File: config.mk
export PLATFORM = sky130hd
export DESIGN_NAME = bmbn_ram
export DESIGN_NICKNAME = d
export VERILOG_FILES = /design/src/rtl/core/bmbn_ram.sv
export SDC_FILE = /design/constraint.sdc
export NUM_CORES = 1
export LEC_CHECK = 0
export BUFFER_PORTS_ARGS = -buffer_cell sky130_fd_sc_hd__buf_4
export CORE_ASPECT_RATIO = 1.2
export CORE_MARGIN = 2
export CORE_UTILIZATION = 50
export DETAILED_ROUTE_END_ITERATION = 10
export PLACE_DENSITY = 0.77
export SLEW_MARGIN = 20
export SYNTH_ARGS = -nofsm -noshare
export SYNTH_HDL_FRONTEND = slang
export SYNTH_SLANG_ARGS = --single-unit
File: constraint.sdc
create_clock -name clk -period 3.5 [get_ports clk]
set_clock_uncertainty 0.15 [all_clocks]
set_input_delay 0.7 -clock clk [delete_from_list [all_inputs] [get_ports clk]]
set_output_delay 0.7 -clock clk [all_outputs]
set_load 0.01 [all_outputs]
File: src/rtl/core/bmbn_ram.sv
module bmbn_ram #(
	parameter int WIDTH = 8,
	parameter int DEPTH = 16
) (
	input  logic                     clk,
	input  logic                     we,
	input  logic [$clog2(DEPTH)-1:0] waddr,
	input  logic [WIDTH-1:0]         wdata,
	input  logic                     re,
	input  logic [$clog2(DEPTH)-1:0] raddr,
	output logic [WIDTH-1:0]         rdata
);

	logic [WIDTH-1:0] mem [DEPTH];

	always_ff @(posedge clk) begin
		if (we) begin
			mem[waddr] <= wdata;
		end
		if (re) begin
			rdata <= mem[raddr];
		end
	end

endmodule

## Word-level counts from Yosys, hierarchy flattened

Memory sizes are Yosys's and may differ from the RTL's. A register that Yosys moved wholly into a read port is not among the register bits.
Index checks and enable logic that the tools add are counted.

| operators by class | value |
|---|---|
| muxes and demuxes | 2 |

Operator list:

| kind | number |
|---|---|
| two-way mux 1 bit | 2 |

| word-level totals | value |
|---|---|
| flip-flop bits (word level) | 0 |
| RAM bits | 128 |
| input bits | 19 |
| output and inout port bits | 8 |
| word-level logic and storage cells | 3 |
| memories | 1 |

Memories:

| memory | depth | width | rd ports | clocked after Yosys merged registers in | wr ports | RTL line | text |
|---|---|---|---|---|---|---|---|
| mem | 16 | 8 | 1 | 1 | 1 | 14 | `logic [WIDTH-1:0] mem [DEPTH];` |

## Logic depth before layout (Yosys ltp)

Gate-level depths: netlist (run 1).

| depth | value |
|---|---|
| depth in word-level cells | 2 |
| gate-level depth with buffers | 5 |
| mapped depth without buffers | 3 |

## Least setup slack after synthesis (run 1)

No wires, ideal clock.

| timing path | value |
|---|---|
| kind | input to register |
| start | in waddr[2] |
| end | mem mem[0][0], enable pin |
| library setup time | 383 ps |
| arrival | 1,810 ps |
| required time | 2,967 ps |
| path slack | 1,157 ps |
| cell stages on the path | 2 |
| path buffers | 0 |
| cell sequence | or3b_2 > nor3_1 |

RTL lines:

| what | RTL line | text |
|---|---|---|
| start, declared | 7 | `input logic [$clog2(DEPTH)-1:0] waddr,` |
| end, declared | 14 |  |

Straight into the memory's write port.

==> results of run 1 <==
-- state kept, by name, summed over array words and instances (netlist names) --
signal,cells
rdata,8
mem,128
-- through the flow --
step | total power, mW | instances | utilization
after floorplan | 1.97 | 229 | -
after global placement | 2.04 | 380 | 0.550
after detailed placement | 2.05 | 380 | 0.550
after global routing | 3.58 | 410 | 0.597
after CTS | 3.50 | 410 | 0.597
final | 3.47 | 410 | 0.597
-- worst reg2reg max path, cell delays in order (launching register included) --
cell and delay (ps):
sky130_fd_sc_hd__edfxtp_1 370, sky130_fd_sc_hd__mux4_1 510, sky130_fd_sc_hd__a22oi_1 260, sky130_fd_sc_hd__nand2_1 80
-- routing by layer --
| layer | wire (um) | track usage | up-vias | part of all wire |
|---|---|---|---|---|
| met4 | 147 | 0.0824 | 0 | 0.015 |
| met2 | 5140 | 0.313 | 92 | 0.52 |
| li1 | - | - | 1066 | - |
| met1 | 3920 | 0.237 | 1282 | 0.40 |
| met3 | 595 | 0.0579 | 9 | 0.061 |
| met5 | 0 | 0 | - | 0 |
-- final timing paths --
kind	to	startpoint
min	mem[0][5]	wdata[5]
min reg2reg	rdata[3]	mem[12][3]
max reg2reg	rdata[5]	mem[1][5]
max	rdata[5]	raddr[0]
-- final cells by class --
type | instances | area [um2] | share of cell area
Clock inverter | 8 | 33.8 | 0.00559
Timing Repair Buffer | 35 | 263 | 0.0435
Multi-Input combinational cell | 83 | 1060 | 0.175
Sequential cell | 136 | 4080 | 0.676
Tap cell | 126 | 158 | 0.0261
Clock buffer | 22 | 444 | 0.0735
-- cells by family after synthesis --
group | synth area share
AOI/OAI and AO/OA | 0.0230
and+or+nand+nor | 0.0314
buffers and inverters | 0.0165
muxes | 0.148
DFF | 0.781
-- cells in the final DEF (no fill, tap or decap) --
| cell type | instances |
|---|---|
| sky130_fd_sc_hd__edfxtp_1 | 136 |
| sky130_fd_sc_hd__nand3_1 | 1 |
| sky130_fd_sc_hd__and2b_1 | 1 |
| sky130_fd_sc_hd__nand2_1 | 9 |
| sky130_fd_sc_hd__buf_4 | 35 |
| sky130_fd_sc_hd__nor2_1 | 13 |
| sky130_fd_sc_hd__clkbuf_1 | 5 |
| sky130_fd_sc_hd__nor2b_1 | 1 |
| sky130_fd_sc_hd__clkbuf_16 | 17 |
| sky130_fd_sc_hd__and2_1 | 1 |
| sky130_fd_sc_hd__clkinv_1 | 5 |
| sky130_fd_sc_hd__nand3b_1 | 2 |
| sky130_fd_sc_hd__nor3_1 | 4 |
| sky130_fd_sc_hd__mux4_1 | 14 |
| sky130_fd_sc_hd__a22oi_1 | 16 |
| sky130_fd_sc_hd__nand2b_1 | 2 |
| sky130_fd_sc_hd__or3b_2 | 1 |
| sky130_fd_sc_hd__mux4_2 | 18 |
| sky130_fd_sc_hd__clkinv_2 | 3 |
-- report_power, final --
group          switching (mW)  total [mW]  leakage [nW]  internal (mW)
Sequential             0.0101        1.85          1.24           1.84
Clock                   0.572        1.45         0.235          0.877
Combinational          0.0949       0.170         0.543         0.0750
==> flow_results.org, run 1 <==
** Synth
- Yosys mapped a number of flops with a built-in enable equal to ~140.
- Mapped Nets :: around 250
- Primary FF master, synth :: sky130_fd_sc_hd__edfxtp_1
- Share of async-settable or async-resettable flops after synthesis :: 0
- The most common cell in the synthesized netlist is sky130_fd_sc_hd__edfxtp_1.
- Warning count from the yosys run :: 0
- After synthesis the netlist holds a flip-flop and latch count of around 140.
- Of the post-synthesis cell area, the dominant cell type holds 0.781.
- The synthesized netlist occupies a cell area of roughly 5200 um2.
- By count the netlist is led by sky130_fd_sc_hd__edfxtp_1 (136), sky130_fd_sc_hd__mux4_2 (18), sky130_fd_sc_hd__a22oi_1 (16), sky130_fd_sc_hd__mux4_1 (14), sky130_fd_sc_hd__nor2_1 (13).
- Dominant cells by area after synthesis :: sky130_fd_sc_hd__edfxtp_1 (78%), sky130_fd_sc_hd__mux4_2 (7.8%), sky130_fd_sc_hd__mux4_1 (7.0%)
- Post-synthesis cell type with the largest combined area :: sky130_fd_sc_hd__edfxtp_1
- Syn avg cell area :: between 20 and 25 um2
- Counting every instance in the synthesized netlist gives 229.
- Yosys cell types :: 18
- Sequential element share of the synthesized area :: 0.781

** Worst setup path
- Master of the slowest instance on the critical path :: sky130_fd_sc_hd__mux4_1
- The worst register-to-register path has a depth of 3.
- Top cell family by delay on the critical path :: multiplexers
- Register-to-register path setup slack :: 1870 ps
- The largest single stage delay on the critical path is 630 ps.
- Of all nets on the critical path, the largest fanout is 32.
- STA puts the critical path data arrival time at 2180 ps.
- Data on the critical path is required at its endpoint by roughly 3500 ps.
- Worst Setup Path Type :: in2reg
- Kind of start point of the critical path :: input pin
- Type of destination of the critical path :: flip-flop
- The critical path goes through buf_4 -> mux4_1 -> a22oi_1 -> nand2_1.
- Number of gates on the worst path with buffers counted :: 4
- Buffers & Inverters on Critical Path :: 1

** Place
- Timing analysis after detailed placement gives a worst setup slack of 892 ps.
- IO buf count :: 26
- Summed over all nets, the half-perimeter wirelength after detailed placement is approximately 6.1 mm.
- Final estimated routing congestion in global placement :: between 0.7 and 0.8
- Area post-placement :: around 5600 um2

** Floorplan
- Die area :: 11300 um2
- The initial utilization of the core area, before any placement, comes to 0.517.
- Die Y-Extent :: 116 um
- The core region is between 10000 and 15000 um2.
- IO Count :: 27
- Row generation in the floorplan step produced 40 rows.
- The floorplan step set the die width to 97.3 um.

** Route
- The final layout contains routed wiring with a total length of between 9 and 10 mm.
- Dividing the detail-routed wire length by the instance count gives 23.9 um.
- After detailed routing, the number of vias per cell comes to 5.97.
- DRC viols :: 0
- For this block, the initial DRC count from the detailed router was roughly 230.
- The detail route stage leaves a number of antenna-violating nets equal to 0.
- Count of vias placed by the detailed router :: roughly 2400
- Total iterations of the first detailed-routing run :: 4

** CTS
- CTS H-tree depth :: 4
- Clock latency on the worst-skew pair :: about 410 ps
- Counting every sink on the clock net gives roughly 140.
- Cts bufs inserted :: 17
- Number of hold buffers added after cts :: 0
- CTS tree :: built
- Clock root buffer :: sky130_fd_sc_hd__clkbuf_16
- Cts repair resizes :: 0
- Register clock-pin slew on the reported worst setup and hold paths :: ~50 ps
- Number of buffers inserted to repair setup after CTS :: 0
- In this run the deepest clock path goes through 2 buffers.

** Global route
- Number of antenna violations at the first check in global routing :: 0
- First-pass GRT wire length :: roughly 15 mm
- Pin count of the biggest net entering global routing :: 33
- For this run the aggregate overflow at the end of global routing stands at 0.
- The via count of the first global-routing pass came to roughly 2700.
- Across every metal layer, demand over resource in global routing totals 0.190.

** Timing
- Number of pins exceeding their max-slew limit in the final report :: 0
- In the final timing run, aggregate negative setup slack is 0 ps.
- RSZ-0062 raised after global routing :: no
- For the finished layout, the period the worst path requires is 2170 ps.
- Headroom to the max-slew limit came out at 0.342.
- Endpoints failing setup :: 0
- Highest clock frequency the design can meet :: 461 MHz
- The total count of hold-check failures in the final report came to 0.
- Hold is met by roughly 450 ps.
- Portion of the clock cycle consumed by the worst path in the final layout :: 0.620
- The worst path meets setup with roughly 1300 ps of slack.
- Slew @ Worst Pin :: roughly 980 ps

** Outcome
- The flow ran to the end, and the final reports show no timing, DRC or antenna violations.

** Power
- For this design the static power due to leakage is just over 2 nW.
- Power density over the cells :: around 570 nW/um2
- Peak supply drop :: about 0.43 mV

** Run
- Maxcap violations :: 0

** Cells and area
- The number of antenna diodes in the final layout is 0.
- Of the cells placed in the final design, the portion with a size suffix greater than 1 is 0.261.
- Count of fill cells added during filler insertion :: slightly above 700
- Final instance area :: about 6000 um2
- The area growth from synthesis to layout is 15.5%.
- Post-layout net count :: 292

** Min path
- Worst min-delay path category :: in2reg
- Depth of the worst hold-timing path :: 1
Note: power is estimated with default switching activity, not from simulation.
==> run 2, diff against run 1 <==
- clock period: 3.5 -> 2.2 ns (I/O delays scaled with it)
==> flow_results.org, run 2 (same netlist as run 1, synthesis figures left out) <==
** Worst setup path
- The startpoint class of the critical path is a flip-flop (was input pin).
- CP cell instances :: mux4_1 -> a22oi_1 -> nand2_1 (was buf_4 -> mux4_1 -> a22oi_1 -> nand2_1)
- CP Data Required Time :: 2210 ps (was 3510 ps)
- The capturing point of the worst reg2reg path was rdata[3] (was rdata[5]).
- The largest fanout on the critical path was 1 (was 32).
- The type of the setup path with the least slack was reg2reg (was in2reg).
- Data arrival time of the critical path :: 1700 ps (was 2180 ps)
- The endpoint of the most critical setup path is rdata[3] (was rdata[5]).
- Top cell family by delay on the critical path :: multiplexers (unchanged)
- Register-to-register path setup slack :: 510 ps (was 1870 ps)
- Biggest cell delay along the critical path :: 530 ps (was 630 ps)
- The cell depth of the worst setup path came to 3 (was 4).
- Cell count of the worst reg-to-reg path :: 3 (unchanged)
- Master of the slowest instance on the critical path :: sky130_fd_sc_hd__mux4_1 (unchanged)
- The nature of the critical path endpoint was a flip-flop (unchanged).
- RR Startpoint :: mem[1][3] (was mem[1][5])
- CP startpoint :: mem[1][3] (was raddr[0])
- Buffers & Inverters on Critical Path :: 0 (was 1)

** CTS
- Cts bufs inserted :: 17 (unchanged)
- Total clock sinks :: 136 (unchanged)
- The post-CTS repair timing setup buffer count came to 0 (unchanged).
- Cts repair resizes :: 0 (unchanged)
- The TritonCTS clock tree is built (unchanged).
- Register clock-pin slew on the reported worst setup and hold paths :: 50 ps (about the same)
- The maximum clock insertion buffer count is 2 (unchanged).
- The number of H-tree levels came to 4 (unchanged).
- The number of buffers added to fix hold violations after cts was 0 (unchanged).
- Clock latency on the worst-skew pair :: 410 ps (about the same)
- The buffer cell driving the clock tree root is sky130_fd_sc_hd__clkbuf_16 (unchanged).

** Global route
- The number of antenna violations at the first check in global routing came to 0 (unchanged).
- Overall overflow remaining after global route :: 0 (unchanged)
- The via count of the first global-routing pass is 2575 (was 2656).
- The global-route wire length before repair is 15.1 mm (was 15.2 mm).
- GRT Overall Usage :: 0.191 (was 0.190)
- The maximum number of pins on one net before global-route repair came to 33 (unchanged).

** Place
- The final weighted congestion of routability-driven global placement is 0.708 (was 0.748).
- Post-Place Setup Slack :: 82.4 ps (was 892 ps)
- The count of buffers from port buffering is 26 (unchanged).
- Placed Cells :: 396 (was 380)
- HPWL Detailed :: 6.16 mm (was 6.08 mm)

** Cells and area
- Leading cell types in the layout, fill and taps excluded: sky130_fd_sc_hd__edfxtp_1 (136), sky130_fd_sc_hd__buf_4 (48), sky130_fd_sc_hd__mux4_2 (18) (was sky130_fd_sc_hd__edfxtp_1 (136), sky130_fd_sc_hd__buf_4 (35), sky130_fd_sc_hd__mux4_2 (18)).
- The area growth from synthesis to layout was 20.2% (was 15.5%).
- Largest registers in the final layout: mem (128), rdata (8) (unchanged).
- The share of cells above drive strength 1 came to 0.312 (was 0.261).
- Post-layout net count :: 308 (was 292)
- Filler-free cell count of the finished design :: 427 (was 410)
- The fill cell instance count of the final layout came to 674 (was 713).
- The flip-flop count of the largest register after layout is 128 (unchanged).
- The most common cell after layout, fill and taps aside is sky130_fd_sc_hd__edfxtp_1 (unchanged).
- The number of diodes was 0 (unchanged).
- The register bank with the most flops is mem (unchanged).

** Timing
- The final setup violation count came to 0 (unchanged).
- Number of pins exceeding their max-slew limit in the final report :: 0 (unchanged)
- Portion of the clock cycle consumed by the worst path in the final layout :: 0.769
- Setup TNS Final :: 0 ps (unchanged)
- Number of hold violations in the final report :: 0 (unchanged)
- Min Clock Period, post-route :: between 1500 and 2000 ps
- Highest clock frequency the design can meet :: 591 MHz
- RSZ-0062 raised after global routing :: no (unchanged)
- The final setup slack of the worst path was 509 ps (was 1330 ps).
- Worst rel slew slack :: 0.745 (was 0.342)
- Slew @ Worst Pin :: 382 ps (was 983 ps)

** Route
- The remaining antenna violation count after routing was 0 (unchanged).
- The wire length per cell came to 22.9 um (was 23.9 um).
- The DRC violation count after routing came to 0 (unchanged).
- First-iteration detailed-routing DRC count :: 225 (was 228)
- The detailed-route via count is 2478 (was 2449).
- The sum of routed wire length over all layers came to 9.79 mm (was 9.80 mm).
- The number of iterations in the first detailed-routing pass came to 4 (unchanged).
- The via density per instance was 5.80 (was 5.97).

** Power
- Power density over the cells :: 941 nW/um2 (was 574 nW/um2)
- The static leakage came to 2.15 nW (was 2.01 nW).
- Peak supply drop :: 0.529 mV (was 0.428 mV)

** Floorplan
- IO Count :: 27 (unchanged)
- Initial cell density of the core :: 0.517 (unchanged)
- Die Y-Extent :: 116 um (unchanged)
- The die outline area came to 11300 um2 (unchanged).
- Die X :: 97.3 um (unchanged)
- The total number of placement rows was 40 (unchanged).
- The area of the core was 10100 um2 (unchanged).

** Run
- The number of maximum-capacitance violations was 0 (unchanged).

** Outcome
- Run status :: completed (unchanged)

** Min path
- The worst min-delay path category is in2reg (unchanged).
==> run 2: changes by cell type in the layout (fill, tap and decap cells not counted) <==
| cell | delta |
|---|---|
| sky130_fd_sc_hd__buf_4 | +13 |
| sky130_fd_sc_hd__buf_12 | +3 |
| sky130_fd_sc_hd__bufinv_16 | +3 |
| sky130_fd_sc_hd__clkbuf_1 | -3 |
| sky130_fd_sc_hd__clkinvlp_4 | +2 |
| sky130_fd_sc_hd__clkinv_2 | -1 |
==> run 2: metrics by stage <==
stage / power [mW] / hold WS [ps] / utilization / cell area, um2
after global placement: 3.27 / 575 / 0.566 / 5720
final: 5.91 / 184 / 0.622 / 6290
after global routing: 6.10 / 189 / 0.622 / 6290
after floorplan: 3.14 / 389 / - / 5230
after detailed placement: 3.28 / 587 / 0.566 / 5720
after CTS: 5.96 / 172 / 0.622 / 6290
==> run 2: layout make-up <==
class | instances | area [um2] | area share
clock inverter | 12 | 134 | 0.0213
clock buffer | 19 | 433 | 0.0689
multi-input combinational | 83 | 1060 | 0.168
sequential | 136 | 4080 | 0.650
tap | 126 | 158 | 0.0251
timing repair buffer | 51 | 420 | 0.0669
==> run 2: routing by layer <==
| metal | part of all wire | routed length [um] | track usage |
|---|---|---|---|
| met3 | 0.072 | 701 | 0.0573 |
| met4 | 0.025 | 248 | 0.0935 |
| met1 | 0.38 | 3750 | 0.235 |
| met5 | 0 | 0 | 0 |
| met2 | 0.52 | 5090 | 0.314 |
==> run 2: worst min-delay path by stage <==
stage | startpoint | endpoint | slack (ps) | depth (start not counted)
floorplan | wdata[0] | mem[0][0] | 390 | 0
global placement | mem[12][1] | rdata[1] | 580 | 3
detailed placement | mem[12][5] | rdata[5] | 590 | 3
CTS | wdata[1] | mem[4][1] | 170 | 1
global route | re | rdata[6] | 190 | 1
finish | wdata[3] | mem[1][3] | 180 | 1
==> run 2: power by group <==
group / switching [mW] / leakage [nW] / internal [mW]
sequential: 0.0166 / 1.24 / 2.92
combinational: 0.152 / 0.641 / 0.137
clock: 0.940 / 0.270 / 1.75
==> run 3, diff against run 2 <==
- ABC_AREA: not set -> 1
- clock period: 2.2 -> 1.6 ns (I/O delays scaled with it)
==> flow_results.org, run 3 <==
** Timing
- Timing would allow up to 683 MHz.
- Portion of the clock cycle consumed by the worst path in the final layout :: 0.915
- Number of pins exceeding their max-slew limit in the final report :: 0 (unchanged)
- RSZ-0062 raised after global routing: no (unchanged).
- Setup WS post-layout :: 136 ps (was 509 ps)
- Setup TNS Final :: 0 ps (unchanged)
- Worst rel slew slack :: 0.586 (was 0.745)
- Number of hold violations in the final report :: 0 (unchanged)
- Endpoints failing setup :: 0 (unchanged)
- The worst path needs between 1000 and 1500 ps of the cycle, external delays included.
- The measured slew at the worst slew-check pin is 620 ps (was 382 ps).

** Synth
- The number of nets in the synthesized netlist is 570 (was 248).
- Dominant cells by area after synthesis :: sky130_fd_sc_hd__edfxtp_1 (70%), sky130_fd_sc_hd__nand2_1 (11%), sky130_fd_sc_hd__nand3_1 (8.3%) (was sky130_fd_sc_hd__edfxtp_1 (78%), sky130_fd_sc_hd__mux4_2 (7.8%), sky130_fd_sc_hd__mux4_1 (7.0%))
- Commonest cells in the synthesized netlist :: sky130_fd_sc_hd__nand2_1 (173), sky130_fd_sc_hd__edfxtp_1 (136), sky130_fd_sc_hd__inv_1 (100), sky130_fd_sc_hd__nand3_1 (97), sky130_fd_sc_hd__nor2_1 (17) (was sky130_fd_sc_hd__edfxtp_1 (136), sky130_fd_sc_hd__mux4_2 (18), sky130_fd_sc_hd__a22oi_1 (16), sky130_fd_sc_hd__mux4_1 (14), sky130_fd_sc_hd__nor2_1 (13))
- Flop and latch count out of synthesis :: 136 (unchanged)
- Proportion of netlist area held by the largest area contributor :: 0.698 (was 0.781)
- Share of async-settable or async-resettable flops after synthesis :: 0 (unchanged)
- The sequential element share of the synthesized area came to 0.698 (was 0.781).
- Most frequently used cell type in the post-synthesis netlist :: sky130_fd_sc_hd__nand2_1 (was sky130_fd_sc_hd__edfxtp_1)
- Gate count after technology mapping :: 551 (was 229)
- The main flop type after synthesis is sky130_fd_sc_hd__edfxtp_1 (unchanged).
- The number of enable flip-flop cells after synthesis is 136 (unchanged).
- The most area-hungry cell type in the Yosys netlist is sky130_fd_sc_hd__edfxtp_1 (unchanged).
- Yosys cell types :: 11 (was 18)
- Mapped Area :: 5850 um2 (was 5230 um2)
- The synthesized area per cell was 10.6 um2 (was 22.8 um2).
- Warning count from the yosys run :: 0 (unchanged)

** Worst setup path
- The cell family with the largest share of critical-path delay is flip-flops (was multiplexers).
- Peak fanout along the critical path :: 1 (unchanged)
- Type of destination of the critical path :: output port (was flip-flop)
- The type of the setup path with the least slack is reg2out (was reg2reg).
- CP cell instances :: buf_4 (was mux4_1 -> a22oi_1 -> nand2_1)
- The worst stage delay on the critical path is 420 ps (was 530 ps).
- Master of the slowest instance on the critical path :: sky130_fd_sc_hd__edfxtp_1 (was sky130_fd_sc_hd__mux4_1)
- The reg-to-reg startpoint is mem[5][4] (was mem[1][3]).
- The buffers plus inverters on the worst setup path is 1 (was 0).
- Kind of start point of the critical path :: flip-flop (unchanged)
- The slack of the worst reg-to-reg path was 300 ps (was 510 ps).
- The worst reg-to-reg path cell count is 6 (was 3).
- The required arrival time at the worst endpoint was 1130 ps (was 2210 ps).
- The data arrival at the endpoint of the critical path is 990 ps (was 1700 ps).
- The capturing point of the worst reg2reg path is rdata[4] (was rdata[3]).

** Min path
- Worst hold endpoint :: rdata[6] (was mem[1][3])
- Worst min-delay path category :: in2reg (unchanged)
- The number of cells traversed by the worst hold path was 1 (unchanged).
- Hold path startpoint :: re (was wdata[3])

** Global route
- First-pass GRT wire length :: 19.8 mm (was 15.1 mm)
- The remaining global-route overflow came to 0 (unchanged).
- Number of antenna violations at the first check in global routing :: 0 (unchanged)
- The maximum number of pins on one net before global-route repair was 55 (was 33).
- The via count of the first global-routing pass is 3891 (was 2575).
- The all-layer global routing usage is 0.222 (was 0.191).

** CTS
- The TritonCTS clock tree is built (unchanged).
- Cts repair resizes :: 0 (unchanged)
- The buffer cell driving the clock tree root was sky130_fd_sc_hd__clkbuf_16 (unchanged).
- The number of buffers added to fix hold violations after cts came to 0 (unchanged).
- Maximum buffer depth of the clock tree :: 2 (unchanged)
- The number of sinks driven by the clock tree is 136 (unchanged).
- The post-CTS repair timing setup buffer count came to 0 (unchanged).
- CTS H-tree depth :: 4 (unchanged)
- The clock buffer count from CTS came to 17 (unchanged).
- The latest clock arrival within the worst-skew pair is 410 ps (about the same).
- The clock slew seen by the registers of the worst setup and hold paths was 60 ps (was 50 ps).

** Run
- The number of maximum-capacitance violations came to 0 (unchanged).

** Place
- The number of cells in the design after placement is 734 (was 396).
- IO buf count :: 26 (unchanged)
- HPWL Detailed :: 7.83 mm (was 6.16 mm)
- Final estimated routing congestion in global placement :: 0.977 (was 0.708)
- The cell area after placement was 6310 um2 (was 5720 um2).
- Post-Place Setup Slack :: -104 ps (was 82.4 ps)

** Route
- The wire length per cell is 16.6 um (was 22.9 um).
- The via density per instance was 5.10 (was 5.80).
- WL met2 :: 6.53 mm (was 5.09 mm)
- Amount of wire on met3 after detailed routing :: 956 um (was 701 um)
- DRC viols :: 0 (unchanged)
- Count of vias placed by the detailed router :: 3906 (was 2478)
- Top sig layer :: met4 (unchanged)
- Sum of routed wire segments on met1 :: 4.82 mm (was 3.75 mm)
- Remaining antenna violation count :: 0 (unchanged)
- The number of iterations in the first detailed-routing pass is 5 (was 4).
- First-iteration detailed-routing DRC count :: 347 (was 225)
- Routed wire length :: 12.7 mm (was 9.79 mm)

** Floorplan
- Die area :: 12600 um2 (was 11300 um2)
- Die X :: 103 um (was 97.3 um)
- Initial cell density of the core :: 0.510 (was 0.517)
- IO Count :: 27 (unchanged)
- Core Footprint :: 11500 um2 (was 10100 um2)
- The height of the die is 122 um (was 116 um).
- Standard-cell row count :: 43 (was 40)

** Cells and area
- The filler-free cell count of the finished design came to 766 (was 427).
- Most common cell after layout, fill and taps aside :: sky130_fd_sc_hd__nand2_1 (was sky130_fd_sc_hd__edfxtp_1)
- The number of diodes came to 0 (unchanged).
- The share of cells above drive strength 1 was 0.125 (was 0.312).
- The flip-flop count of the largest register after layout came to 128 (unchanged).
- The fill cell instance count of the final layout came to 857 (was 674).
- The number of nets in the layout is 615 (was 308).
- Largest registers in the final layout: mem (128), rdata (8) (unchanged).
- Register name with the most flops :: mem (unchanged)
- The area growth from synthesis to layout came to 17.4% (was 20.2%).
- Leading cell types in the layout, fill and taps excluded: sky130_fd_sc_hd__nand2_1 (173), sky130_fd_sc_hd__edfxtp_1 (136), sky130_fd_sc_hd__inv_1 (100) (was sky130_fd_sc_hd__edfxtp_1 (136), sky130_fd_sc_hd__buf_4 (48), sky130_fd_sc_hd__mux4_2 (18)).
- Combined flip-flop and latch cell area :: 4080 um2 (unchanged)
- Area taken by multi-input logic gates :: 1210 um2 (was 1060 um2)
- The summed area of non-filler cells in the final layout is 6860 um2 (was 6290 um2).

** Power
- Power density over the cells :: 1190 nW/um2 (was 941 nW/um2)
- Peak supply drop :: 0.666 mV (was 0.529 mV)
- Static power due to leakage :: 2.97 nW (was 2.15 nW)
- The power after layout was 8.16 mW (was 5.91 mW).

** Outcome
- Run status :: completed (unchanged)
-- run 3: cell types whose count changed in the layout (fill, tap and decap cells not counted), sizes merged, moves of 2 or more --
cell,delta
clkinvlp,-2
a22oi,-16
nor3,-4
nand2,+164
nand3,+96
mux4,-32
nand2b,-2
nor2,+4
inv,+102
clkbuf,+3
-- run 3: worst register-to-register path, cell delays in order, from the launching register on --
cell,delay (ps)
sky130_fd_sc_hd__edfxtp_1,360
sky130_fd_sc_hd__inv_1,70
sky130_fd_sc_hd__nand2_1,50
sky130_fd_sc_hd__nand3_1,110
sky130_fd_sc_hd__nand3_1,120
sky130_fd_sc_hd__nand3_1,120
sky130_fd_sc_hd__nand2_1,60
-- run 3: final cells by class --
| type | count | share of cell area |
|---|---|---|
| inverters | 102 | 0.0558 |
| clock buffers | 22 | 0.0647 |
| repair buffers | 50 | 0.0638 |
| well taps | 157 | 0.0286 |
| flip-flops and latches | 136 | 0.595 |
| multi-input cells | 289 | 0.177 |
| clock inverters | 10 | 0.0151 |
-- run 3: through the flow --
step | hold WS (ps) | util
floorplan | 269 | -
global placement | 460 | 0.551
detailed placement | 466 | 0.551
CTS | 32.0 | 0.599
global route | 34.7 | 0.599
finish | 47.6 | 0.599
-- run 3: cells by family (layout without fill, tap and decap cells) --
| family | count (synthesis) | in the layout | share of synthesized area |
|---|---|---|---|
| flip-flops | 136 | 136 | 0.698 |
| AND/OR/NAND/NOR | 289 | 289 | 0.208 |
| buffers and inverters | 126 | 184 | 0.0939 |
-- run 3: how the worst max path moves through the flow --
stage / startpoint / to / slack, ps / depth (start not counted)
after CTS: rdata[1] / rdata[1] / 120 / 1
after floorplan: waddr[2] / mem[10][0] / 180 / 2
after detailed placement: raddr[1] / rdata[7] / -100 / 6
after global routing: rdata[1] / rdata[1] / 100 / 1
final: rdata[1] / rdata[1] / 140 / 1
after global placement: raddr[1] / rdata[7] / -50 / 6
-- run 3: metal layers --
| layer | track usage | vias up |
|---|---|---|
| li1 | - | 1872 |
| met1 | 0.271 | 1820 |
| met2 | 0.362 | 183 |
| met3 | 0.0604 | 31 |
| met4 | 0.108 | 0 |
| met5 | 0 | - |
-- run 3: power breakdown --
part / switching [mW] / internal [mW]
Sequential: 0.0228 / 4.02
Combinational: 0.350 / 0.179
Clock: 1.33 / 2.27
