`src/rtl/core/bmbn_pkg.sv`:
```
package bmbn_pkg;

	// Default frame limits; the top level takes them as parameters.
	localparam int MAX_WIDTH_DEF  = 1024;
	localparam int MAX_HEIGHT_DEF = 128;

	// Field and state widths.
	localparam int VAL_W      = 16;
	localparam int IW_W       = 11;
	localparam int IH_W       = 8;
	localparam int WW_W       = 11;
	localparam int WH_W       = 8;
	localparam int QX_W       = 10;
	localparam int QY_W       = 7;
	localparam int SUM_W      = 33;
	localparam int CNT_W      = 18;
	localparam int RSUM_W     = 26;
	localparam int RCNT_W     = 11;
	localparam int CFG_IDX_W  = 3;
	localparam int CFG_DATA_W = 16;

	// Shared divider sizing: a signed window sum over two boxes, a count divisor.
	localparam int DIV_N_W = SUM_W + 3;
	localparam int DIV_D_W = CNT_W + 2;
	localparam int DIV_Q_W = 16;

	// Q8.8 constants.
	localparam int ONE_Q88  = 256;
	localparam int NORM_MAX = 65280;
	localparam int MEAN_MAX = 65535;

	// Register reset values.
	localparam int IMAGE_WIDTH_RST  = 1024;
	localparam int IMAGE_HEIGHT_RST = 128;
	localparam int WINDOW_WIDTH_RST = 9;
	localparam int WINDOW_HEIGHT_RST = 7;
	localparam int SCALE_RST        = 256;

	typedef enum logic [1:0] {
		CMD_START = 2'd0,
		CMD_LOAD  = 2'd1,
		CMD_QUERY = 2'd2,
		CMD_RSVD  = 2'd3
	} cmd_t;

	typedef enum logic [CFG_IDX_W-1:0] {
		CFG_IMAGE_WIDTH   = 3'd0,
		CFG_IMAGE_HEIGHT  = 3'd1,
		CFG_WINDOW_WIDTH  = 3'd2,
		CFG_WINDOW_HEIGHT = 3'd3,
		CFG_SCALE         = 3'd4
	} cfg_idx_t;

	typedef enum logic [3:0] {
		S_IDLE,
		S_LD_RD,
		S_LD_WR,
		S_Q_XMOD,
		S_Q_XWAIT,
		S_Q_SETUP,
		S_Q_RD,
		S_Q_ACC,
		S_Q_MEAN,
		S_Q_MWAIT,
		S_Q_MUL,
		S_Q_NORM,
		S_Q_NWAIT,
		S_Q_OUT
	} state_t;

	typedef struct packed {
		logic [1:0]       command;
		logic [VAL_W-1:0] pixel_value;
		logic             occupied;
		logic [QX_W-1:0]  query_x;
		logic [QY_W-1:0]  query_y;
		logic [VAL_W-1:0] point_value;
	} in_t;

	typedef struct packed {
		logic [VAL_W-1:0] normalized_value;
		logic [VAL_W-1:0] window_mean;
	} out_t;

endpackage

```
`src/rtl/core/bmbn_div.sv`:
```
module bmbn_div #(
	parameter int N_W = bmbn_pkg::DIV_N_W,
	parameter int D_W = bmbn_pkg::DIV_D_W,
	parameter int Q_W = bmbn_pkg::DIV_Q_W
) (
	input  logic           clk,
	input  logic           arst_n,
	input  logic           start,
	input  logic [N_W-1:0] dividend,
	input  logic [D_W-1:0] divisor,
	output logic           busy,
	output logic [Q_W-1:0] quotient,
	output logic [D_W-1:0] remainder
);

	// Restoring division, one quotient bit per cycle. The caller guarantees
	// that the quotient fits in Q_W bits.
	localparam int SH_W  = D_W + Q_W - 1;
	localparam int CMP_W = (N_W > SH_W) ? N_W : SH_W;
	localparam int CT_W  = $clog2(Q_W + 1);

	logic [N_W-1:0]  rem_q;
	logic [SH_W-1:0] den_q;
	logic [Q_W-1:0]  quo_q;
	logic [CT_W-1:0] cnt_q;
	logic [CMP_W:0]  diff;
	logic            ge;

	assign diff = {1'b0, CMP_W'(rem_q)} - {1'b0, CMP_W'(den_q)};
	assign ge   = !diff[CMP_W];

	always_ff @(posedge clk or negedge arst_n) begin
		if (!arst_n) begin
			cnt_q <= '0;
		end else if (start) begin
			cnt_q <= CT_W'(Q_W);
		end else if (cnt_q != '0) begin
			cnt_q <= cnt_q - CT_W'(1);
		end
	end

	always_ff @(posedge clk) begin
		if (start) begin
			rem_q <= dividend;
			den_q <= SH_W'(divisor) << (Q_W - 1);
			quo_q <= '0;
		end else if (cnt_q != '0) begin
			if (ge) begin
				rem_q <= N_W'(diff[CMP_W-1:0]);
			end
			quo_q <= {quo_q[Q_W-2:0], ge};
			den_q <= den_q >> 1;
		end
	end

	assign busy      = (cnt_q != '0);
	assign quotient  = quo_q;
	assign remainder = rem_q[D_W-1:0];

endmodule

```
`config.mk`:
```
export PLATFORM = sky130hd
export DESIGN_NAME = bmbn_div
export DESIGN_NICKNAME = d
export VERILOG_FILES = /design/src/rtl/core/bmbn_pkg.sv /design/src/rtl/core/bmbn_div.sv
export SDC_FILE = /design/constraint.sdc
export NUM_CORES = 1
export LEC_CHECK = 0
export BUFFER_PORTS_ARGS = -buffer_cell sky130_fd_sc_hd__buf_2
export CAP_MARGIN = 0
export CELL_PAD_IN_SITES_DETAIL_PLACEMENT = 2
export CELL_PAD_IN_SITES_GLOBAL_PLACEMENT = 2
export CORE_MARGIN = 2
export CORE_UTILIZATION = 34
export DETAILED_ROUTE_END_ITERATION = 16
export PLACE_DENSITY = 0.86
export SLEW_MARGIN = 25
export SYNTH_ARGS = -nofsm -noshare
export SYNTH_HDL_FRONTEND = slang
export SYNTH_SLANG_ARGS = --single-unit
```
`constraint.sdc`:
```
create_clock -name clk -period 6 [get_ports clk]
set_input_delay 0.6 -clock clk [delete_from_list [all_inputs] [get_ports clk]]
set_output_delay 0.6 -clock clk [all_outputs]
set_load 0.02 [all_outputs]
```
# ---- Word-level counts from Yosys, hierarchy flattened
# Cells that the tools add are included.
dict set report totals {
  word_cells 19
  register_bits 92
  out_inout_bits 37
  rom_bits 0
  in_bits 59
  n_memories 0
  ram_bits 0
  latch_bits 0
}
dict set report op_classes {
  eq_ne 1
  bitwise_logic 0
  n_shift 0
  muxes 7
  mul 0
  div 0
  reduce_logical 4
  n_lt_le_gt_ge 0
  addsub 2
}
# operator count
set op_table {}
lappend op_table {{36-bit two-way mux} 3}
lappend op_table {{35-bit two-way mux} 2}
lappend op_table {{36-bit by 35-bit subtractor with 37-bit output} 1}
lappend op_table {{5-bit two-way mux} 2}
lappend op_table {{5-bit nonzero test} 1}
lappend op_table {{5-bit by 1-bit subtractor with 5-bit output, second input constant} 1}
lappend op_table {{2-bit != test, second input constant} 1}
lappend op_table {{2-bit AND reduction} 1}
lappend op_table {{2-bit nonzero test} 1}
lappend op_table {{1-bit logical NOT} 1}

# ---- Logic depth before layout (Yosys ltp)
# Gate-level depths: netlist of the first run.
dict set report depth {
  word_depth 4
  ltp_mapped 11
  mapped_depth_nobuf 11
}

# ---- Least setup slack after synthesis of the first run
# OpenSTA, ideal clock, no wires.
dict set report synth_timing {
  path_kind {reg-to-reg}
  from {register rem_q[0]}
  to {register rem_q[0] (enable)}
  stages_incl_launch_ff 12
  t_arrival_ns 4.305
  path_buffers 0
  setup_ns 0.451
  t_required_ns 5.549
  period_less_slack_ns 4.757
  path_slack_ns 1.243
  path_cell_list {edfxtp_1 inv_1 ha_1 fa_1 nor2b_2 o2111ai_1 a2111oi_1 a311o_2 o211ai_2 a311oi_2 nand2_1 a31oi_1}
}
dict set report synth_between {
  elab_chain_len 3
}
# element line_no
set synth_rtl {}
lappend synth_rtl {{start: declaration} bmbn_div.sv:22} ;# logic [N_W-1:0] rem_q;
lappend synth_rtl {{start signal: assignment} bmbn_div.sv:44} ;# rem_q <= dividend;
lappend synth_rtl {{start signal: assignment} bmbn_div.sv:49} ;# rem_q <= N_W'(diff[CMP_W-1:0]);
lappend synth_rtl {{36-bit by 35-bit subtractor with 37-bit output} bmbn_div.sv:29} ;# assign diff = {1'b0, CMP_W'(rem_q)} - {1'b0, CMP_W'(den_q)};
lappend synth_rtl {{2-bit != test (no line)} n/a}
lappend synth_rtl {{2-bit AND reduction (no line)} n/a}
# Every way passes these cells.
# A chain may end at the register's enable or synchronous reset.

# ---- Worst setup path in the final report of the first run
dict set report layout_timing {
  from {register rem_q[0]}
  to {register rem_q[5] (enable)}
}
# Same word-level chain as after synthesis.

==> results.rst, run 1 <==
.. list-table::
   :header-rows: 1

   * - Metric
     - Value
   * - Sum of overflow across all layers after global routing
     - 0
   * - Launch point of the worst reg-to-reg path
     - rem_q[0]
   * - Leading cell type in the layout, fill and taps excluded
     - sky130_fd_sc_hd__nand2_1
   * - Initial DRC count
     - 297
   * - Final critical-path share of the clock period
     - 67.9%
   * - Largest net degree at the start of global routing
     - 83
   * - Total Nets Final
     - 836
   * - Largest driver fanout on the critical path
     - 20
   * - Clock Path Buffers
     - 2
   * - H-tree levels
     - 3
   * - Maximum operating frequency
     - 245 MHz
   * - Via-to-Cell Ratio
     - 5.36
   * - Worst slew margin relative to its limit
     - 37.1%
   * - Pins over their slew limit
     - 0
   * - Setup violators final
     - 0
   * - Die width
     - 136 µm
   * - Starting utilization of the core area
     - 34.4%
   * - Post-Route Setup TNS
     - 0 ns
   * - Latest clock arrival within the worst-skew pair
     - 0.36 ns
   * - Area growth from synthesis to layout
     - 13.8%
   * - Quantity of hold-fixing buffers added after cts
     - 0
   * - Worst min path class
     - input port to async pin
   * - Arr. time, crit path
     - 4.11 ns
   * - EDFF count, synth
     - 56
   * - CTS Root Buffer Type
     - sky130_fd_sc_hd__clkbuf_16
   * - Count of inserted antenna diode cells
     - 0
   * - Synthesized Nets
     - 779
   * - VDD IR max
     - 228 µV
   * - Minimum clock period
     - 4.08 ns
   * - Most frequently used flop master after synthesis
     - sky130_fd_sc_hd__edfxtp_1
   * - Category of the critical setup timing path
     - flip-flop to flip-flop
   * - # DRC
     - 0
   * - Number of antenna violations at the first check in global routing
     - 0
   * - WL final
     - 19,100 µm
   * - Ports placed on the boundary
     - 96
   * - Element type at the critical path end
     - flip-flop
   * - Placeable Area
     - 0.0171 mm²
   * - Sequential element share of the synthesized area
     - 41.3%
   * - Data required time of the worst path
     - 6.03 ns
   * - Via count of the first global-routing pass
     - 5,701
   * - CTS tree
     - yes
   * - Launching element of the worst setup path
     - rem_q[0]
   * - Maximum capacitance violations
     - 0
   * - Post-detailed-route count of antenna-violating nets
     - 0
   * - Tightest Pin Transition
     - 0.943 ns
   * - Number of buffers added for setup after CTS
     - 0
   * - Total of cells resized after clock tree synthesis
     - 0
   * - I/O Buffers
     - 95
   * - Clock net sink count
     - 92
   * - Most used cells in the layout excluding fill and tap cells
     - sky130_fd_sc_hd__nand2_1, sky130_fd_sc_hd__buf_2, sky130_fd_sc_hd__a21oi_1, sky130_fd_sc_hd__edfxtp_1
   * - Number of endpoints with negative hold slack in the final report
     - 0
   * - Critical Path Source Type
     - flip-flop
   * - Routed len/inst
     - 19.7 µm
   * - Die Outline Area
     - 0.0184 mm²
   * - DIE HEIGHT
     - 136 µm
   * - Number of instances in the synthesized netlist
     - 683
   * - Drt first pass iters
     - 4
   * - Half-perimeter wire length of the detailed placement result
     - 13,600 µm
   * - Total clock buffers created by CTS
     - 9
   * - Standard-cell row count
     - 48
   * - Tightest hold margin
     - 0.0471 ns
   * - Avg Inst Size Synth
     - 8.61 µm²
   * - GP Congestion
     - 0.849
   * - Synthesis-stage register bit count
     - 92
   * - Leak pwr
     - 2.76 nW
   * - Post-synthesis instance area
     - 0.00588 mm²
   * - Yosys synthesis warning count
     - 0
   * - First-pass GRT wire length
     - 30,600 µm
   * - Worst clock skew on the final layout
     - 0.0108 ns
   * - Number of distinct library cells after synthesis
     - 65
   * - Total via count in the routed design
     - 5,200
   * - Fraction of final layout cells with drive strength greater than 1
     - 17.4%
   * - RSZ-0062 raised after global routing
     - no
   * - P per Cell Area
     - 605 mW/mm²
   * - Clock transition at the registers of the reported paths
     - 0.08 ns
   * - Outcome
     - finished, final reports clean
   * - GRT Resource Usage Total
     - 21.3%
   * - Async SR Flop Fraction
     - 5.43%
[sequential cells by signal, summed over array words and instances (netlist names)]
signal	flops
rem_q	36
cnt_q	5
den_q	35
quotient	16
[worst max-delay path, cell delays in order (launching register included)]
cell and delay (ns):
sky130_fd_sc_hd__edfxtp_1 0.37, sky130_fd_sc_hd__inv_1 0.06, sky130_fd_sc_hd__ha_1 0.23, sky130_fd_sc_hd__fa_1 0.42, sky130_fd_sc_hd__nor2b_2 0.15, sky130_fd_sc_hd__o2111ai_1 0.15
sky130_fd_sc_hd__a2111oi_1 0.37, sky130_fd_sc_hd__a311o_2 0.27, sky130_fd_sc_hd__o211ai_2 0.12, sky130_fd_sc_hd__a311oi_2 0.34, sky130_fd_sc_hd__nand2_1 0.17, sky130_fd_sc_hd__a31oi_4 0.65
sky130_fd_sc_hd__buf_4 0.44
[where the power goes]
part / switching (W) / internal (W) / total (W)
clock: 0.000287 / 0.000292 / 0.000579
combinational: 0.00154 / 0.000864 / 0.00241
sequential: 0.000113 / 0.000949 / 0.00106
[metrics by stage]
step	instances	power (W)	utilization, %	instance area, µm²	worst slack (ns)
finish	970	0.00405	39.1	6690	1.92
global route	970	0.00433	39.1	6690	1.67
CTS	970	0.00406	39.1	6690	1.91
detailed placement	954	0.00340	37.4	6410	1.98
global placement	954	0.00325	37.4	6410	2.19
floorplan	683	0.00282	-	5880	1.24
[layer usage]
layer | global-route usage [%] | vias up | share of wire [%]
met5 | 0 | - | 0
met4 | 7.00 | 0 | 1.9
met3 | 2.51 | 26 | 3.0
met2 | 37.7 | 89 | 51
met1 | 27.1 | 2574 | 44
li1 | - | 2511 | -
[Yosys cell counts (all sizes together) (2+ instances only)]
cell,number,area [µm²]
nand2,148,556
a21oi,64,328
edfxtp,56,1680
o21ai,51,255
inv,42,158
ha,36,450
buf,32,204
dfxtp,31,621
nor2,26,97.6
o31ai,24,180
clkbuf,20,76.3
xnor2,16,140
a21o,15,114
nor3,13,65.1
xor2,12,105
nand2b,9,56.3
nand3,9,45.0
a31oi,8,65.1
a311oi,5,50.0
dfrtp,5,125
nand4,5,31.3
o211ai,5,42.5
or3,5,31.3
a211oi,3,22.5
and2,3,18.8
mux2,3,33.8
nor3b,3,22.5
nor4b,3,26.3
o21a,3,22.5
a2111oi,2,18.8
a211o,2,17.5
and3,2,12.5
nor2b,2,15.0
[final cells by class]
cell class / instances / area, µm²
Timing Repair Buffer: 98 / 500
Fill cell: 1939 / 10400
Multi-Input combinational cell: 496 / 3040
Clock buffer: 9 / 225
Sequential cell: 92 / 2430
Clock inverter: 7 / 62.6
Tap cell: 225 / 282
Inverter: 43 / 161
[cells by family after synthesis]
family	Yosys count	synth area share (%)
and+or+nand+nor	233	17.3
AOI/OAI and AO/OA	195	21.2
buffers and inverters	95	7.51
DFF	92	41.3
adders and majority gates	37	8.00
xor gates and xnor gates	28	4.17
muxes	3	0.574
[final timing paths]
kind	endpoint	slack, ns	depth (start not counted)
setup / recovery	rem_q[5]	1.92	12
hold / removal	cnt_q[2]	0.05	1
setup reg to reg	rem_q[5]	1.92	12
hold reg to reg	quotient[3]	0.47	2
max in group asynchronous	cnt_q[3]	5.81	1
min in group clk	quotient[3]	0.47	2
No activity file was read; power rests on OpenSTA's default activity.
==> run 2, diff against run 1 <==
--- a/config.mk
+++ b/config.mk
@@ -5,14 +5,15 @@
 export SDC_FILE = /design/constraint.sdc
 export NUM_CORES = 1
 export LEC_CHECK = 0
+export ABC_AREA = 1
 export BUFFER_PORTS_ARGS = -buffer_cell sky130_fd_sc_hd__buf_2
 export CAP_MARGIN = 0
 export CELL_PAD_IN_SITES_DETAIL_PLACEMENT = 2
 export CELL_PAD_IN_SITES_GLOBAL_PLACEMENT = 2
 export CORE_MARGIN = 2
-export CORE_UTILIZATION = 34
+export CORE_UTILIZATION = 29
 export DETAILED_ROUTE_END_ITERATION = 16
-export PLACE_DENSITY = 0.86
+export PLACE_DENSITY = 0.83
 export SLEW_MARGIN = 25
 export SYNTH_ARGS = -nofsm -noshare
 export SYNTH_HDL_FRONTEND = slang
==> constraint.sdc (replaced) <==
create_clock -name clk -period 3.25 [get_ports clk]
set_input_delay 0.325 -clock clk [delete_from_list [all_inputs] [get_ports clk]]
set_output_delay 0.325 -clock clk [all_outputs]
set_load 0.02 [all_outputs]
==> results.rst, run 2 <==
.. list-table::
   :header-rows: 1

   * - Metric
     - Value
   * - Outcome
     - finished, final reports clean
   * - Clock Path Buffers
     - 2
   * - DIE HEIGHT
     - 153 µm
   * - Top reg by flops
     - rem_q
   * - GP Congestion
     - 0.849
   * - Die width
     - 153 µm
   * - Sum of overflow across all layers after global routing
     - 0
   * - Half-perimeter wire length of the detailed placement result
     - 18,000 µm
   * - Launch point of the worst reg-to-reg path
     - rem_q[13]
   * - R2R setup slack
     - 0.44 ns
   * - Flip-flop count of the largest register after layout
     - 36
   * - Standard-cell row count
     - 54
   * - Fraction of final layout cells with drive strength greater than 1
     - 14.7%
   * - Leak pwr
     - 3.68 nW
   * - Routed len/inst
     - 18.2 µm
   * - Most used cells in the layout excluding fill and tap cells
     - sky130_fd_sc_hd__nand2_1, sky130_fd_sc_hd__inv_1, sky130_fd_sc_hd__buf_2, sky130_fd_sc_hd__nor2_1, sky130_fd_sc_hd__o21ai_0
   * - Post-synth top cells
     - sky130_fd_sc_hd__nand2_1, sky130_fd_sc_hd__inv_1, sky130_fd_sc_hd__nor2_1
   * - Worst min path class
     - input port to flip-flop
   * - Maximum capacitance violations
     - 0
   * - Ports placed on the boundary
     - 96
   * - Maximum operating frequency
     - 356 MHz
   * - Largest net degree at the start of global routing
     - 61
   * - Total via count in the routed design
     - 6,252
   * - Setup violators final
     - 0
   * - Drt first pass iters
     - 4
   * - Total Nets Final
     - 1,090
   * - Sequential element share of the synthesized area
     - 37.7%
   * - Worst slew margin relative to its limit
     - 38.4%
   * - WL final
     - 23,200 µm
   * - Minimum clock period
     - 2.81 ns
   * - Layout filler cell count
     - 2,646
   * - Number of standard cells in the layout, taps in and fillers out
     - 1,279
   * - Area growth from synthesis to layout
     - 14.9%
   * - Hold Path End
     - den_q[34]
   * - CTS Root Buffer Type
     - sky130_fd_sc_hd__clkbuf_16
   * - Placeable Area
     - 0.0218 mm²
   * - Via count of the first global-routing pass
     - 6,973
   * - Via-to-Cell Ratio
     - 4.89
   * - Number of antenna violations at the first check in global routing
     - 0
   * - Tightest Pin Transition
     - 0.919 ns
   * - Cell with the most instances after synthesis
     - sky130_fd_sc_hd__nand2_1
   * - Depth of the worst hold-timing path
     - 3
   * - Post-Route Setup TNS
     - 0 ns
   * - Top area cells in the synthesized netlist
     - sky130_fd_sc_hd__edfxtp_1, sky130_fd_sc_hd__nand2_1, sky130_fd_sc_hd__dfxtp_1
   * - VDD IR max
     - 387 µV
   * - Most frequently used flop master after synthesis
     - sky130_fd_sc_hd__edfxtp_1
   * - FF-to-FF path depth
     - 12
   * - Post-synthesis instance area
     - 0.00643 mm²
   * - Count of inserted antenna diode cells
     - 0
   * - Number of distinct library cells after synthesis
     - 32
   * - H-tree levels
     - 3
   * - Leading cell type in the layout, fill and taps excluded
     - sky130_fd_sc_hd__nand2_1
   * - Category of the critical setup timing path
     - flip-flop to flip-flop
   * - Yosys synthesis warning count
     - 0
   * - Avg Inst Size Synth
     - 6.96 µm²
   * - Post-detailed-route count of antenna-violating nets
     - 0
   * - Number of buffers added for setup after CTS
     - 0
   * - Die Outline Area
     - 0.0234 mm²
   * - Clock transition at the registers of the reported paths
     - 0.07 ns
   * - Library cell with the largest summed area after synthesis
     - sky130_fd_sc_hd__edfxtp_1
   * - Pins over their slew limit
     - 0
   * - EDFF count, synth
     - 56
   * - # DRC
     - 0
   * - Data required time of the worst path
     - 3.30 ns
   * - I/O Buffers
     - 95
   * - Final critical-path share of the clock period
     - 86.5%
   * - Starting utilization of the core area
     - 29.5%
   * - Critical Path Source Type
     - flip-flop
   * - Startpoint of the worst hold path
     - divisor[19]
   * - Post-route setup slack
     - 0.439 ns
   * - Element type at the critical path end
     - flip-flop
   * - RSZ-0062 raised after global routing
     - no
   * - Pre-CTS WS
     - 0.500 ns
   * - Number of endpoints with negative hold slack in the final report
     - 0
   * - CTS tree
     - yes
   * - Number of instances in the synthesized netlist
     - 924
   * - GRT Resource Usage Total
     - 20.1%
   * - Latest clock arrival within the worst-skew pair
     - 0.36 ns
   * - Clock net sink count
     - 92
   * - Initial DRC count
     - 225
   * - Number of placed cells counting well taps
     - 1,262
   * - Synthesized Nets
     - 1,020
   * - Worst clock skew on the final layout
     - 0.00920 ns
   * - First-pass GRT wire length
     - 37,400 µm
   * - Arr. time, crit path
     - 2.87 ns
   * - Top-area cell type share of the netlist area
     - 26.1%
   * - Total clock buffers created by CTS
     - 9
   * - Synthesis-stage register bit count
     - 92
   * - Crit Reg-Reg Endpoint
     - rem_q[3]
   * - P per Cell Area
     - 1180 mW/mm²
   * - Largest driver fanout on the critical path
     - 23
   * - Async SR Flop Fraction
     - 5.43%
-- run 2: cell count changes in the layout (fill, tap and decap cells not counted), moves of 6 or more --
cell | before | now
sky130_fd_sc_hd__a21o_1 | 14 | 0
sky130_fd_sc_hd__a21oi_1 | 62 | 50
sky130_fd_sc_hd__a31oi_1 | 6 | 0
sky130_fd_sc_hd__inv_1 | 41 | 129
sky130_fd_sc_hd__nand2_1 | 148 | 288
sky130_fd_sc_hd__nand2_2 | 0 | 13
sky130_fd_sc_hd__nand2b_1 | 9 | 0
sky130_fd_sc_hd__nand3_1 | 9 | 54
sky130_fd_sc_hd__nor2_1 | 25 | 80
sky130_fd_sc_hd__nor2_2 | 0 | 6
sky130_fd_sc_hd__o21ai_0 | 41 | 64
sky130_fd_sc_hd__o31ai_1 | 24 | 9
sky130_fd_sc_hd__xor2_1 | 12 | 2
-- run 2: how the worst max path moves through the flow --
stage,from,to,depth (start not counted)
after floorplan,rem_q[15],rem_q[0],11
after global placement,rem_q[14],rem_q[3],12
after detailed placement,rem_q[13],rem_q[3],12
after CTS,rem_q[13],rem_q[9],12
after global routing,cnt_q[0],cnt_q[0],8
final,rem_q[13],rem_q[3],12
-- run 2: cell families after synthesis --
| logic type | after synthesis | share of synthesized area, % |
|---|---|---|
| compound gates | 136 | 11.2 |
| xor+xnor | 13 | 1.77 |
| fa+ha+maj | 37 | 7.31 |
| buf+inv | 175 | 11.5 |
| flops | 92 | 37.7 |
| simple gates | 471 | 30.5 |
-- run 2: worst max-delay path, cell delays in order (launching register included) --
cell	delay, ns
sky130_fd_sc_hd__edfxtp_1	0.39
sky130_fd_sc_hd__ha_1	0.40
sky130_fd_sc_hd__a21oi_1	0.14
sky130_fd_sc_hd__o21ai_0	0.34
sky130_fd_sc_hd__nand2_1	0.10
sky130_fd_sc_hd__nand2_1	0.14
sky130_fd_sc_hd__inv_1	0.10
sky130_fd_sc_hd__nand2_1	0.08
sky130_fd_sc_hd__nand2_1	0.05
sky130_fd_sc_hd__nand3_1	0.09
sky130_fd_sc_hd__nand2_1	0.08
sky130_fd_sc_hd__nand2_2	0.33
sky130_fd_sc_hd__buf_12	0.26
-- run 2: stage by stage --
step / hold slack (ns) / util [%] / instance area, µm² / power (W)
floorplan: 0.0294 / - / 6430 / 0.00601
global placement: 0.156 / 32.5 / 7090 / 0.00731
detailed placement: 0.161 / 32.5 / 7090 / 0.00757
CTS: 0.216 / 33.9 / 7390 / 0.00879
global route: 0.246 / 33.9 / 7390 / 0.00948
finish: 0.227 / 33.9 / 7390 / 0.00871
-- run 2: layer usage --
layer,track usage [%],wire length [µm],up-vias
met4,6.61,566,0
li1,-,-,3080
met3,2.55,615,35
met5,0,0,-
met2,36.6,11800,114
met1,24.6,10300,3023
-- run 2: area by class of cell --
class                   instances  area (µm²)  share of cell area, %
multi-input cells             657        3280                   44.3
clock inverters                 4        30.0                  0.406
inverters                     131         492                   6.65
flip-flops and latches         92        2430                   32.8
well taps                     280         350                   4.74
clock buffers                  12         268                   3.62
repair buffers                103         551                   7.45
-- run 2: repair_timing --
action,CTS,global route
resized for setup,0,0
hold endpoints to repair,5,0
hold buffers,1,0
-- run 2: power by group --
part | switching, W | total, W | internal, W
logic | 0.00375 | 0.00552 | 0.00177
clock network | 0.000500 | 0.00109 | 0.000591
registers | 0.000262 | 0.00210 | 0.00183
total | 0.00451 | 0.00871 | 0.00419
==> run 3, diff against run 2 <==
--- a/config.mk
+++ b/config.mk
@@ -8,12 +8,12 @@
 export ABC_AREA = 1
 export BUFFER_PORTS_ARGS = -buffer_cell sky130_fd_sc_hd__buf_2
 export CAP_MARGIN = 0
-export CELL_PAD_IN_SITES_DETAIL_PLACEMENT = 2
-export CELL_PAD_IN_SITES_GLOBAL_PLACEMENT = 2
+export CELL_PAD_IN_SITES_DETAIL_PLACEMENT = 0
+export CELL_PAD_IN_SITES_GLOBAL_PLACEMENT = 1
 export CORE_MARGIN = 2
-export CORE_UTILIZATION = 29
+export CORE_UTILIZATION = 38
 export DETAILED_ROUTE_END_ITERATION = 16
-export PLACE_DENSITY = 0.83
+export PLACE_DENSITY = 0.84
 export SLEW_MARGIN = 25
 export SYNTH_ARGS = -nofsm -noshare
 export SYNTH_HDL_FRONTEND = slang
==> results.rst, run 3 (synthesized netlist as in run 2, its figures left out) <==
.. list-table::
   :header-rows: 1

   * - Metric
     - Value
   * - Top reg by flops
     - rem_q
   * - Leading cell type in the layout, fill and taps excluded
     - sky130_fd_sc_hd__nand2_1
   * - H-tree levels
     - 3
   * - Maximum operating frequency
     - 390 MHz
   * - Drt first pass iters
     - 5
   * - Launching element of the worst setup path
     - den_q[31]
   * - Die width
     - 134 µm
   * - Tightest Pin Transition
     - 0.806 ns
   * - Ports placed on the boundary
     - 96
   * - Post-route setup slack
     - 0.688 ns
   * - First-pass GRT wire length
     - 28,600 µm
   * - Standard-cell row count
     - 47
   * - Outcome
     - finished, final reports clean
   * - Total Nets Final
     - 1,090
   * - Clock net sink count
     - 92
   * - Data required time of the worst path
     - 3.26 ns
   * - Pins over their slew limit
     - 0
   * - R2R setup slack
     - 0.69 ns
   * - Final critical-path share of the clock period
     - 78.8%
   * - Critical Path Source Type
     - flip-flop
   * - Largest net degree at the start of global routing
     - 81
   * - I/O Buffers
     - 95
   * - Half-perimeter wire length of the detailed placement result
     - 13,800 µm
   * - Worst slew margin relative to its limit
     - 46.3%
   * - Clock transition at the registers of the reported paths
     - 0.07 ns
   * - GP Congestion
     - 0.865
   * - Worst min path class
     - input port to flip-flop
   * - P per Cell Area
     - 1120 mW/mm²
   * - Via-to-Cell Ratio
     - 4.82
   * - CTS tree
     - yes
   * - Power Total
     - 0.00818 W
   * - Die Outline Area
     - 0.0180 mm²
   * - Number of antenna violations at the first check in global routing
     - 0
   * - Starting utilization of the core area
     - 38.8%
   * - Pre-CTS WS
     - 0.719 ns
   * - Number of buffers added for setup after CTS
     - 0
   * - Arr. time, crit path
     - 2.57 ns
   * - VDD IR max
     - 374 µV
   * - Crit Reg-Reg Endpoint
     - rem_q[4]
   * - Routed len/inst
     - 14.6 µm
   * - Latest clock arrival within the worst-skew pair
     - 0.35 ns
   * - Minimum clock period
     - 2.56 ns
   * - Total clock buffers created by CTS
     - 9
   * - Layout filler cell count
     - 1,747
   * - Post-Route Setup TNS
     - 0 ns
   * - Fraction of final layout cells with drive strength greater than 1
     - 14.3%
   * - Total via count in the routed design
     - 5,876
   * - Sum of overflow across all layers after global routing
     - 0
   * - Placeable Area
     - 0.0166 mm²
   * - WL final
     - 17,800 µm
   * - Initial DRC count
     - 299
   * - RSZ-0062 raised after global routing
     - no
   * - Setup violators final
     - 0
   * - Largest driver fanout on the critical path
     - 24
   * - Maximum capacitance violations
     - 0
   * - CTS Root Buffer Type
     - sky130_fd_sc_hd__clkbuf_16
   * - Number of endpoints with negative hold slack in the final report
     - 0
   * - Leak pwr
     - 3.66 nW
   * - End of the critical path
     - rem_q[4]
   * - GRT Resource Usage Total
     - 20.2%
   * - Area growth from synthesis to layout
     - 13.2%
   * - Worst clock skew on the final layout
     - 0.00888 ns
   * - Via count of the first global-routing pass
     - 5,776
   * - Most used cells in the layout excluding fill and tap cells
     - sky130_fd_sc_hd__nand2_1, sky130_fd_sc_hd__inv_1, sky130_fd_sc_hd__buf_2, sky130_fd_sc_hd__nor2_1, sky130_fd_sc_hd__o21ai_0
   * - Launch point of the worst reg-to-reg path
     - den_q[31]
   * - # DRC
     - 0
   * - Category of the critical setup timing path
     - flip-flop to flip-flop
   * - Element type at the critical path end
     - flip-flop
   * - Tightest hold margin
     - 0.230 ns
   * - Clock Path Buffers
     - 2
   * - Post-detailed-route count of antenna-violating nets
     - 0
   * - FF-to-FF path depth
     - 11
   * - Count of inserted antenna diode cells
     - 0
   * - DIE HEIGHT
     - 134 µm
   * - Flip-flop count of the largest register after layout
     - 36
run 3: per-stage QoR:
| stage | area [µm²] | instances | utilization, % |
|---|---|---|---|
| 2_1_floorplan | 6430 | 924 | - |
| 3_3_place_gp | 7010 | 1202 | 42.3 |
| 3_5_place_dp | 7010 | 1202 | 42.3 |
| 4_1_cts | 7290 | 1219 | 43.9 |
| 5_1_grt | 7290 | 1219 | 43.9 |
| 6_report | 7290 | 1219 | 43.9 |
run 3: critical path, cell delays in order (launching register included):
cell and delay (ns):
sky130_fd_sc_hd__edfxtp_1 0.32, sky130_fd_sc_hd__inv_1 0.09, sky130_fd_sc_hd__ha_1 0.35, sky130_fd_sc_hd__inv_1 0.07, sky130_fd_sc_hd__o21ai_0 0.43, sky130_fd_sc_hd__o21ai_0 0.17, sky130_fd_sc_hd__nand2_1 0.10, sky130_fd_sc_hd__a21oi_1 0.04
sky130_fd_sc_hd__nand3_1 0.10, sky130_fd_sc_hd__nand2_1 0.06, sky130_fd_sc_hd__nand2_1 0.08, sky130_fd_sc_hd__buf_4 0.40
run 3: report_power, final:
part / internal [W] / switching [W]
sequential: 0.00183 / 0.000226
combinational: 0.00175 / 0.00338
clock: 0.000520 / 0.000475
run 3: repair_timing:
item | CTS | global route
resized for setup | 0 | 0
hold endpoints to repair | 5 | 0
hold buffers | 1 | 0
run 3: cell type report:
| class | count | area [µm²] | share of cell area [%] |
|---|---|---|---|
| inverters | 131 | 492 | 6.75 |
| multi-input cells | 657 | 3270 | 44.9 |
| well taps | 220 | 275 | 3.78 |
| repair buffers | 103 | 551 | 7.55 |
| flip-flops and latches | 92 | 2430 | 33.3 |
| clock buffers | 10 | 229 | 3.14 |
| clock inverters | 6 | 40.0 | 0.549 |
run 3: how the worst min path moves through the flow:
stage                start  slack, ns         to  depth (start not counted)
2_1_floorplan       arst_n       0.03   cnt_q[0]                          0
3_3_place_gp        arst_n       0.15   cnt_q[4]                          1
3_5_place_dp        arst_n       0.14   cnt_q[4]                          1
4_1_cts        divisor[19]       0.22  den_q[34]                          3
5_1_grt        divisor[19]       0.24  den_q[34]                          3
6_report       divisor[19]       0.23  den_q[34]                          3
run 3: metal layers:
metal / routed length [µm] / global-route usage, %
met5: 0 / 0
met4: 451 / 7.84
met3: 658 / 2.68
met2: 8570 / 34.6
met1: 8130 / 26.0
